==> src/hw/rtl/urrd_pkg.sv <==
// Shared types and constants for the UART receive ring with drain port.
package urrd_pkg;

	localparam int FUNC_W = 2;
	localparam int BYTE_W = 8;
	localparam int CNT_W  = 7;

	localparam logic [FUNC_W-1:0] FUNC_RECV  = 2'd0;
	localparam logic [FUNC_W-1:0] FUNC_DRAIN = 2'd1;
	localparam logic [FUNC_W-1:0] FUNC_CLEAR = 2'd2;

	typedef struct packed {
		logic recv;
		logic clear;
		logic start;
		logic marker;
		logic fetch;
		logic emit;
	} urrd_cmd_t;

	typedef struct packed {
		logic stop_now;
		logic last_pend;
		logic out_free;
	} urrd_sts_t;

endpackage

==> src/hw/rtl/urrd_ctrl.sv <==
// Sequencer for receive, clear and drain requests.
module urrd_ctrl
	import urrd_pkg::*;
(
	input  logic              clk,
	input  logic              arst_n,
	input  logic              req_valid,
	output logic              req_ready,
	input  logic [FUNC_W-1:0] req_func,
	input  urrd_sts_t         sts,
	output urrd_cmd_t         cmd
);

	localparam logic [1:0] ST_IDLE  = 2'd0;
	localparam logic [1:0] ST_FETCH = 2'd1;
	localparam logic [1:0] ST_EMIT  = 2'd2;

	logic [1:0] state_q;
	logic [1:0] state_d;

	assign req_ready = (state_q == ST_IDLE);

	always_comb begin
		cmd     = '0;
		state_d = state_q;
		case (state_q)
			ST_IDLE: begin
				if (req_valid) begin
					case (req_func)
						FUNC_RECV:  cmd.recv = 1'b1;
						FUNC_CLEAR: cmd.clear = 1'b1;
						FUNC_DRAIN: begin
							cmd.start = 1'b1;
							state_d   = ST_FETCH;
						end
						default: ;
					endcase
				end
			end
			ST_FETCH: begin
				if (sts.out_free) begin
					if (sts.stop_now) begin
						cmd.marker = 1'b1;
						state_d    = ST_IDLE;
					end else begin
						cmd.fetch = 1'b1;
						state_d   = ST_EMIT;
					end
				end
			end
			ST_EMIT: begin
				if (sts.out_free) begin
					cmd.emit = 1'b1;
					state_d  = sts.last_pend ? ST_IDLE : ST_FETCH;
				end
			end
			default: state_d = ST_IDLE;
		endcase
	end

	always_ff @(posedge clk or negedge arst_n) begin
		if (!arst_n) begin
			state_q <= ST_IDLE;
		end else begin
			state_q <= state_d;
		end
	end

endmodule

==> src/hw/rtl/urrd_dp.sv <==
// Ring memory, indices, drain counter and output register.
module urrd_dp
	import urrd_pkg::*;
#(
	parameter int DEPTH = 64
) (
	input  logic              clk,
	input  logic              arst_n,
	input  urrd_cmd_t         cmd,
	output urrd_sts_t         sts,
	input  logic [BYTE_W-1:0] in_byte,
	input  logic [CNT_W-1:0]  in_limit,
	output logic              m_tvalid,
	input  logic              m_tready,
	output logic [15:0]       m_tdata,
	output logic              m_tuser,
	output logic              m_tlast
);

	localparam int AW = (DEPTH > 1) ? $clog2(DEPTH) : 1;
	localparam logic [AW-1:0] IDX_LAST = AW'(DEPTH - 1);

	logic [BYTE_W-1:0] mem [DEPTH];
	logic [BYTE_W-1:0] rd_data_q;

	logic [AW-1:0]    wr_idx_q;
	logic [AW-1:0]    rd_idx_q;
	logic             wrapped_q;
	logic [AW-1:0]    ptr_q;
	logic [CNT_W-1:0] cnt_q;
	logic [CNT_W-1:0] limit_q;
	logic             last_q;
	logic [CNT_W-1:0] rep_cnt_q;

	logic              out_vld_q;
	logic [BYTE_W-1:0] out_byte_q;
	logic              out_bv_q;
	logic              out_last_q;
	logic [CNT_W-1:0]  out_cnt_q;

	logic             drop;
	logic [AW-1:0]    wr_addr;
	logic [AW-1:0]    ptr_next;
	logic [CNT_W-1:0] cnt1;
	logic [CNT_W-1:0] cnt2;
	logic             ahead_end;
	logic             ahead_lim;

	assign drop      = (wr_idx_q == rd_idx_q) && wrapped_q;
	assign wr_addr   = drop ? '0 : wr_idx_q;
	assign ptr_next  = (ptr_q == IDX_LAST) ? '0 : ptr_q + 1'b1;
	assign cnt1      = cnt_q + 1'b1;
	assign cnt2      = cnt_q + 2'd2;
	assign ahead_end = (ptr_next == wr_idx_q);
	assign ahead_lim = (cnt2 >= limit_q);

	assign sts.stop_now  = (ptr_q == wr_idx_q) || (cnt1 >= limit_q);
	assign sts.last_pend = last_q;
	assign sts.out_free  = !out_vld_q || m_tready;

	always_ff @(posedge clk) begin
		if (cmd.recv) begin
			mem[wr_addr] <= in_byte;
		end
		rd_data_q <= mem[ptr_q];
	end

	always_ff @(posedge clk or negedge arst_n) begin
		if (!arst_n) begin
			wr_idx_q  <= '0;
			rd_idx_q  <= '0;
			wrapped_q <= 1'b0;
		end else if (cmd.clear) begin
			wr_idx_q  <= '0;
			rd_idx_q  <= '0;
			wrapped_q <= 1'b0;
		end else if (cmd.recv) begin
			if (drop) begin
				rd_idx_q <= '0;
			end
			if (wr_addr == IDX_LAST) begin
				wr_idx_q  <= '0;
				wrapped_q <= 1'b1;
			end else begin
				wr_idx_q  <= wr_addr + 1'b1;
				wrapped_q <= drop ? 1'b0 : wrapped_q;
			end
		end else if (cmd.marker) begin
			rd_idx_q <= wr_idx_q;
		end else if (cmd.emit) begin
			if (ptr_q == IDX_LAST) begin
				wrapped_q <= 1'b0;
			end
			if (last_q) begin
				rd_idx_q <= wr_idx_q;
			end
		end
	end

	// drain walk state
	always_ff @(posedge clk) begin
		if (cmd.start) begin
			ptr_q   <= rd_idx_q;
			cnt_q   <= '0;
			limit_q <= in_limit;
		end else if (cmd.fetch) begin
			cnt_q     <= cnt1;
			last_q    <= ahead_end || ahead_lim;
			rep_cnt_q <= ahead_end ? cnt1 : cnt2;
		end else if (cmd.emit) begin
			ptr_q <= ptr_next;
		end
	end

	always_ff @(posedge clk or negedge arst_n) begin
		if (!arst_n) begin
			out_vld_q <= 1'b0;
		end else if (cmd.marker || cmd.emit) begin
			out_vld_q <= 1'b1;
		end else if (m_tready) begin
			out_vld_q <= 1'b0;
		end
	end

	always_ff @(posedge clk) begin
		if (cmd.marker) begin
			out_byte_q <= '0;
			out_bv_q   <= 1'b0;
			out_last_q <= 1'b1;
			out_cnt_q  <= (ptr_q == wr_idx_q) ? cnt_q : cnt1;
		end else if (cmd.emit) begin
			out_byte_q <= rd_data_q;
			out_bv_q   <= 1'b1;
			out_last_q <= last_q;
			out_cnt_q  <= last_q ? rep_cnt_q : '0;
		end
	end

	assign m_tvalid = out_vld_q;
	assign m_tdata  = {1'b0, out_cnt_q, out_byte_q};
	assign m_tuser  = out_bv_q;
	assign m_tlast  = out_last_q;

	a_marker_out: assert property (@(posedge clk) disable iff (!arst_n)
		cmd.marker |=> (m_tvalid && m_tlast && !m_tuser))
		else $error("empty marker not presented");

	a_emit_out: assert property (@(posedge clk) disable iff (!arst_n)
		cmd.emit |=> (m_tvalid && m_tuser))
		else $error("drained byte not presented");

	a_load_free: assert property (@(posedge clk) disable iff (!arst_n)
		(cmd.marker || cmd.fetch || cmd.emit) |-> (!out_vld_q || m_tready))
		else $error("output register overwritten");

	a_mid_count: assert property (@(posedge clk) disable iff (!arst_n)
		(m_tvalid && !m_tlast) |-> (out_cnt_q == '0))
		else $error("count on non-final result");

endmodule

==> src/hw/rtl/uart_rx_ring_drain_core.sv <==
// Drain read of a single-byte-wide slot; receive and clear requests are handled without leaving idle.
// Drain: the FETCH state loads an empty marker into the output register, or each byte passes
// FETCH then EMIT via the registered ring read port; both states wait while the output is held.
// Input is taken only while no drain is in progress; output register holds until taken.
// Reset (async, active low) empties the ring: indices and wrapped flag go to zero.
// Top level of the UART receive ring with drain port.
module uart_rx_ring_drain_core
	import urrd_pkg::*;
#(
	parameter int DEPTH = 64
) (
	input  logic        clk,
	input  logic        arst_n,
	input  logic        s_tvalid,
	output logic        s_tready,
	input  logic [15:0] s_tdata,  // rx_byte[7:0], read_limit[14:8], zero pad
	input  logic [1:0]  s_tuser,  // func[1:0]
	output logic        m_tvalid,
	input  logic        m_tready,
	output logic [15:0] m_tdata,  // out_byte[7:0], read_count[14:8], zero pad
	output logic        m_tuser,  // byte_valid
	output logic        m_tlast   // last_of_run
);

	urrd_cmd_t cmd;
	urrd_sts_t sts;

	urrd_ctrl u_ctrl (
		.clk       (clk),
		.arst_n    (arst_n),
		.req_valid (s_tvalid),
		.req_ready (s_tready),
		.req_func  (s_tuser),
		.sts       (sts),
		.cmd       (cmd)
	);

	urrd_dp #(
		.DEPTH (DEPTH)
	) u_dp (
		.clk      (clk),
		.arst_n   (arst_n),
		.cmd      (cmd),
		.sts      (sts),
		.in_byte  (s_tdata[7:0]),
		.in_limit (s_tdata[14:8]),
		.m_tvalid (m_tvalid),
		.m_tready (m_tready),
		.m_tdata  (m_tdata),
		.m_tuser  (m_tuser),
		.m_tlast  (m_tlast)
	);

endmodule

==> config.mk <==
export PLATFORM = sky130hd
export DESIGN_NAME = uart_rx_ring_drain_core
export DESIGN_NICKNAME = d
export VERILOG_FILES = /design/src/hw/rtl/urrd_pkg.sv /design/src/hw/rtl/urrd_ctrl.sv /design/src/hw/rtl/urrd_dp.sv /design/src/hw/rtl/uart_rx_ring_drain_core.sv
export SDC_FILE = /design/constraint.sdc
export NUM_CORES = 1
export LEC_CHECK = 0
export BUFFER_PORTS_ARGS = -buffer_cell sky130_fd_sc_hd__buf_4
export CAP_MARGIN = 20
export CORE_ASPECT_RATIO = 0.75
export CORE_MARGIN = 2
export CORE_UTILIZATION = 45
export CTS_CLUSTER_DIAMETER = 100
export DETAILED_ROUTE_END_ITERATION = 8
export PLACE_DENSITY_LB_ADDON = 0.15
export SYNTH_ARGS = -nofsm -noshare
export SYNTH_HDL_FRONTEND = slang
export SYNTH_SLANG_ARGS = --single-unit
==> constraint.sdc <==
create_clock -name clk -period 7.6 [get_ports clk]
set_clock_uncertainty 0.2 [all_clocks]
set_input_delay 0.38 -clock clk [delete_from_list [all_inputs] [get_ports clk]]
set_output_delay 0.38 -clock clk [all_outputs]
set_load 0.03 [all_outputs]
# Word-level counts from Yosys, hierarchy flattened
# Memory sizes are Yosys's and may differ from the RTL's. A register that Yosys moved wholly into a read port is not among the register bits.
# Cells that the tools add are included.
# W data, S select, Z words.
[totals]
latch_bits = 0
mem_count = 1
ram_bits = 512
output_inout_bits = 20
ff_bits = 61
romBits = 0
[memory_table]
columns = ["name", "depth", "word_bits", "read_ports", "rd_ports_with_merged_regs", "write_ports", "line_no", "rtl"]
rows = [
  ["u_dp.mem", 64, 8, 1, 1, 1, "urrd_dp.sv:23", "logic [BYTE_W-1:0] mem [DEPTH];"],
]
[op_classes]
n_eq_ne = 17
magnitude_cmp = 2
shift = 0
n_bitwise = 1
div = 0
multipliers = 0
n_reduce_logical = 21
add_sub_neg = 4
muxes = 48
[ops]
columns = ["operator", "n"]
rows = [
  ["$mux W6", 14],
  ["$mux W7", 5],
  ["$mux W1", 19],
  ["$eq A6 B6 Y1", 3],
  ["$ge A7 B7 Y1", 2],
  ["$mux W2", 7],
  ["$add A6 B1 Y6 const B", 2],
  ["$eq A6 B6 Y1 const B", 2],
  ["$reduce_and A4 Y1", 2],
  ["$reduce_bool A2 Y1", 4],
  ["$reduce_bool A4 Y1", 2],
  ["$add A7 B1 Y7 const B", 1],
  ["$add A7 B2 Y7 const B", 1],
  ["$mux W3", 2],
  ["$ne A2 B2 Y1 const B", 3],
  ["$pmux W2 S3", 1],
  ["$reduce_bool A3 Y1", 2],
  ["$eq A2 B1 Y1 const B", 2],
  ["$eq A2 B2 Y1 const B", 2],
  ["$logic_not A2 Y1", 2],
  ["$logic_or A1 B1 Y1", 4],
  ["$ne A2 B1 Y1 const B", 2],
  ["$ne A4 B2 Y1 const B", 1],
  ["$reduce_and A2 Y1", 2],
  ["6 further kinds", 6],
]

# Longest topological paths before layout
[depth]
depth_word = 9
ltp_mapped = 12
ltp_nobuf = 10

# Hierarchy
# From an unflattened synthesis, not the netlist that was laid out.
[hier_totals]
hier_cells = 1344
area_unflattened_um2 = 23845.4
[modules_own_cells]
columns = ["module", "n_inst", "area_per_inst_um2", "cells_each", "seq_area_each_um2"]
rows = [
  ["urrd_dp", 1, 23679.0, 1325, 17066.4],
  ["urrd_ctrl", 1, 166.4, 19, 50.0],
]

# Least setup slack after synthesis
# OpenSTA, ideal clock, no wires.
[synth_path]
path_type = "register to register"
from = "register u_ctrl.state_q[1]"
to = "memory u_dp.mem[25][0] (enable)"
arrival_ns = 2.450
setup_slack_ns = 4.579
path_buffers = 2
period_less_slack_ns = 3.021
path_stages_with_launch = 9
required_time_ns = 7.029
cell_sequence = "dfrtp_1 nor2_1 nand2_1 or2_0 clkbuf_1 nor3_1 or4b_1 clkbuf_1 nor2_1"
[synth_between]
elab_chain_len = 4
[synth_lines]
columns = ["element", "line_no", "rtl"]
rows = [
  ["from (decl)", "urrd_ctrl.sv:18", "logic [1:0] state_q;"],
  ["from (signal assigned)", "urrd_ctrl.sv:65", "state_q <= state_d;"],
  ["$logic_not A2 Y1", "--", ""],
  ["net s_tready", "uart_rx_ring_drain_core.sv:15", "output logic s_tready,"],
  ["$mux W3", "urrd_ctrl.sv:26", "case (state_q)"],
  ["$mux W1", "urrd_dp.sv:62", "if (cmd.recv) begin"],
  ["$mux W1 (implied by the code)", "urrd_dp.sv:63", "mem[wr_addr] <= in_byte;"],
  ["to (decl)", "urrd_dp.sv:23", ""],
]
# The timed path passes the listed nets, and every way through them passes these cells.

# Worst setup path after layout
[layout_path]
from = "register u_dp.wr_idx_q[2]"
to = "memory u_dp.mem[22][1] (enable)"
[layout_between]
elab_chain_len = 3
[layout_lines]
columns = ["element", "line_no", "rtl"]
rows = [
  ["from (decl)", "urrd_dp.sv:26", "logic [AW-1:0] wr_idx_q;"],
  ["from (signal assigned)", "urrd_dp.sv:85", "wr_idx_q <= wr_addr + 1'b1;"],
  ["$eq A6 B6 Y1", "urrd_dp.sv:49", "assign drop = (wr_idx_q == rd_idx_q) && wrapped_q;"],
  ["$logic_and A1 B1 Y1", "urrd_dp.sv:49", ""],
  ["$mux W6 (*)", "urrd_dp.sv:50", "assign wr_addr = drop ? '0 : wr_idx_q;"],
]
# Every way passes the cells marked *; elsewhere a longest branch is shown, timed or not.

==> impl_metrics.tcl <==
set metrics [dict create \
    switching_share 0.295 \
    finalCritPeriodShare 0.522 \
    wl_met2_um 23200 \
    mappedNetlistNets 1305 \
    grt_max_degree 134 \
    reg2reg_depth 8 \
    place_inst 1944 \
    grt_first_pass_wirelength_um 78900 \
    cts_buffers 55 \
    ff2ff_setup_slack_ns 3.63 \
    ys.flop_type "edfxtp_1" \
    clkSinkCount 581 \
    cts_resized 0 \
    netlist_top_cells_area "edfxtp_1 (69%), mux4_2 (13%), dfxtp_1 (2.1%)" \
    pre_cts_ws_ns 3.53 \
    path_class "reg -> reg" \
    maxSlewViolCount 0 \
    netlist.area_leader.share 0.693 \
    finalHoldViolations 0 \
    utilization 0.509 \
    crit-reg2reg-launch "u_dp.wr_idx_q[2]" \
    die_area_um2 53900 \
    holdPathEnd "u_dp.m_tvalid" \
    crit_required_ns 7.65 \
    cts_setup_buffers 0 \
    syn_to_final_growth_pct 11.9 \
    synth_cell_types 60 \
    clkLatencyLatePin_ns 0.63 \
    yosysWarningCount 0 \
    nets 1348 \
    seqPwrFrac 0.451 \
    syn-instance-count 1265 \
    status "complete, no violations" \
    min_path_type "in -> reg" \
    cts_tree "done" \
    htreeDepth 2 \
    antenna_cells 0 \
    yosys.area_share.simple 0.0459 \
    wl_per_cell_um 25.5 \
    pwr-share-comb 0.230 \
    slowest_delay_ns 0.95 \
    ctsRootBufferMaster "clkbuf_16" \
    gp_congestion 0.782 \
    synth_xor_area_frac 0.0146 \
    drt_iter0_drc 992 \
    fp.dieW_um 267 \
    crit_fanout 18 \
    clkTransAtPathRegs_ns 0.07 \
    finalSetupTns_ns 0 \
    num_vias 11700 \
    path_delay_family "simple AND/OR/NAND/NOR gates" \
    first_pass_iters 5 \
    dpl.hpwl_um 31400 \
    p_total_mw 8.40 \
    p_sw_mw 2.48 \
    end_kind "flop" \
    path_cells "xnor2_1 -> nand4_1 -> nor4_2 -> buf_4 -> nor3_1 -> buf_4 -> nand4_1 -> nor2_1" \
    wl_um 52500 \
    yosysSeqAreaShare 0.731 \
    yosys.area_share.adder 0.00962 \
    critPathLaunchType "flop" \
    grt_use_total 0.201 \
    min_path_cells 3 \
    p_int_mw 5.92 \
    syn_area_um2 23400 \
    synth_top_family_by_area "multiplexers" \
    async_flop_share 0.0275 \
    grt_pass1_vias 11900 \
    initial_core_util 0.455 \
    layoutNonFillerInstCount 2058 \
    routed-wl-met3_um 3070 \
    powerDensity_nw_per_um2 321 \
    setup_slack_ns 3.63 \
    crit_slowest_cell "nor2_1" \
    slew_headroom 0.308 \
    total_leakage_power_nw 8.36 \
    drive_above_1_share 0.205 \
    antenna_found_initial 0 \
    critPathBufInv 2 \
    synth_compound_area_frac 0.0431 \
    ant_nets 0 \
    portBuffers 39 \
    rsz0062_at_grt "false" \
    core-area_um2 51400 \
    startpoint "u_dp.wr_idx_q[2]" \
    holdBufCountCts 10 \
    top_layer "met4" \
    synth_mux_area_frac 0.138 \
    synth_seq_cells 581 \
    viasPerCell 5.68 \
    syn_avg_cell_area_um2 18.5 \
    clock_tree.buffer_depth 3 \
    max_freq_mhz 252 \
    power.clock.fraction 0.319 \
    ios 42 \
    max-cap-violations 0 \
    hp-start "m_tready" \
    min_period_ns 3.97 \
    grt_overflow_total 0 \
    regToRegEndpoint "u_dp.mem[22][1]" \
    peakVddDrop_mv 0.212 \
    synth_edf_count 540 \
    worstMarginPinSlew_ns 1.04 \
    synth_area_leader_cell "edfxtp_1" \
    die_y_um 202 \
    critPathArrivalTime_ns 4.01 \
    finalSetupViolations 0 \
    post-route-drc-count 0 \
    wl_met1_um 25200 \
    fp-row-count 72 \
]
worst min-delay path: stages:
cell      delay, ns
buf_4          0.07
nand2b_1       0.22
nand3_1        0.11
cell usage after synthesis (21+ instances only):
library cell  number
edfxtp_1         540
mux4_2           130
nor2_1            99
nand2_1           48
o21ai_0           36
a21oi_1           34
clkbuf_1          32
buf_2             25
dfxtp_1           25
xnor2_1           23
mux2i_1           21
nand3_1           21
sequential cells by signal, summed over array words and instances (netlist names):
| register | flops |
|---|---|
| u_dp.m_tlast | 1 |
| u_dp.out_byte_q | 8 |
| u_dp.m_tuser | 1 |
| u_dp.rep_cnt_q | 7 |
| u_dp.out_cnt_q | 7 |
| u_dp.wrapped_q | 1 |
| u_dp.wr_idx_q | 6 |
| u_dp.limit_q | 7 |
| u_dp.m_tvalid | 1 |
| u_dp.ptr_q | 6 |
| u_dp.cnt_q | 7 |
| u_dp.rd_data_q | 8 |
| u_dp.rd_idx_q | 6 |
| u_ctrl.state_q | 2 |
| u_dp.mem | 512 |
| u_dp.last_q | 1 |
per-stage QoR:
stage / hold slack, ns / instance area [um2]
after floorplan: -0.116 / 23400
after global placement: 0.0535 / 24300
after CTS: 0.00763 / 26200
after global routing: 0.0735 / 26200
final: 0.0449 / 26200
after detailed placement: 0.0615 / 24300
kinds of logic after synthesis:
logic type	after synthesis
AO/OA/AOI/OAI	155
XOR/XNOR	39
adder cells (fa/ha/maj)	18
buffers and inverters	86
flip-flops	581
multiplexers	160
other	1
AND/OR/NAND/NOR	225
metal layers:
metal,vias to the layer above,GRT usage
met5,-,0
li1,5184,-
met1,6117,0.319
met2,318,0.289
met4,0,0.0550
met3,79,0.0341
final cells by class:
type / instances / area [um2]
inverters: 12 / 45.0
flip-flops and latches: 581 / 17100
clock buffers: 79 / 1510
fillers: 4183 / 25300
well taps: 703 / 880
repair buffers: 60 / 500
clock inverters: 25 / 241
multi-input cells: 598 / 5900
layout by cell type (no fill, tap or decap), types with 23 or more instances in the layout:
| cell | n |
|---|---|
| buf_4 | 48 |
| xnor2_1 | 23 |
| edfxtp_1 | 540 |
| nand2_1 | 48 |
| nor2_1 | 99 |
| dfxtp_1 | 25 |
| mux4_2 | 130 |
| o21ai_0 | 36 |
| clkbuf_16 | 55 |
| a21oi_1 | 34 |
worst max-delay path by stage:
stage	endpoint	cells after the start	slack [ns]
6_report	u_dp.mem[22][1]	8	3.63
5_1_grt	u_dp.mem[23][4]	7	3.37
2_1_floorplan	u_dp.mem[25][0]	8	4.58
3_5_place_dp	u_dp.mem[23][6]	7	3.53
4_1_cts	u_dp.mem[23][6]	7	3.55
3_3_place_gp	u_dp.mem[23][0]	7	3.56
power groups by stage:
stage / Clock (mW) / Sequential (mW) / Combinational [mW]
after floorplan: 0 / 3.83 / 1.34
after global placement: 0 / 3.85 / 1.93
after detailed placement: 0 / 3.85 / 1.94
after CTS: 2.73 / 3.78 / 1.95
after global routing: 2.86 / 3.80 / 2.08
final: 2.68 / 3.78 / 1.93
(Power assumes the default switching activity.)
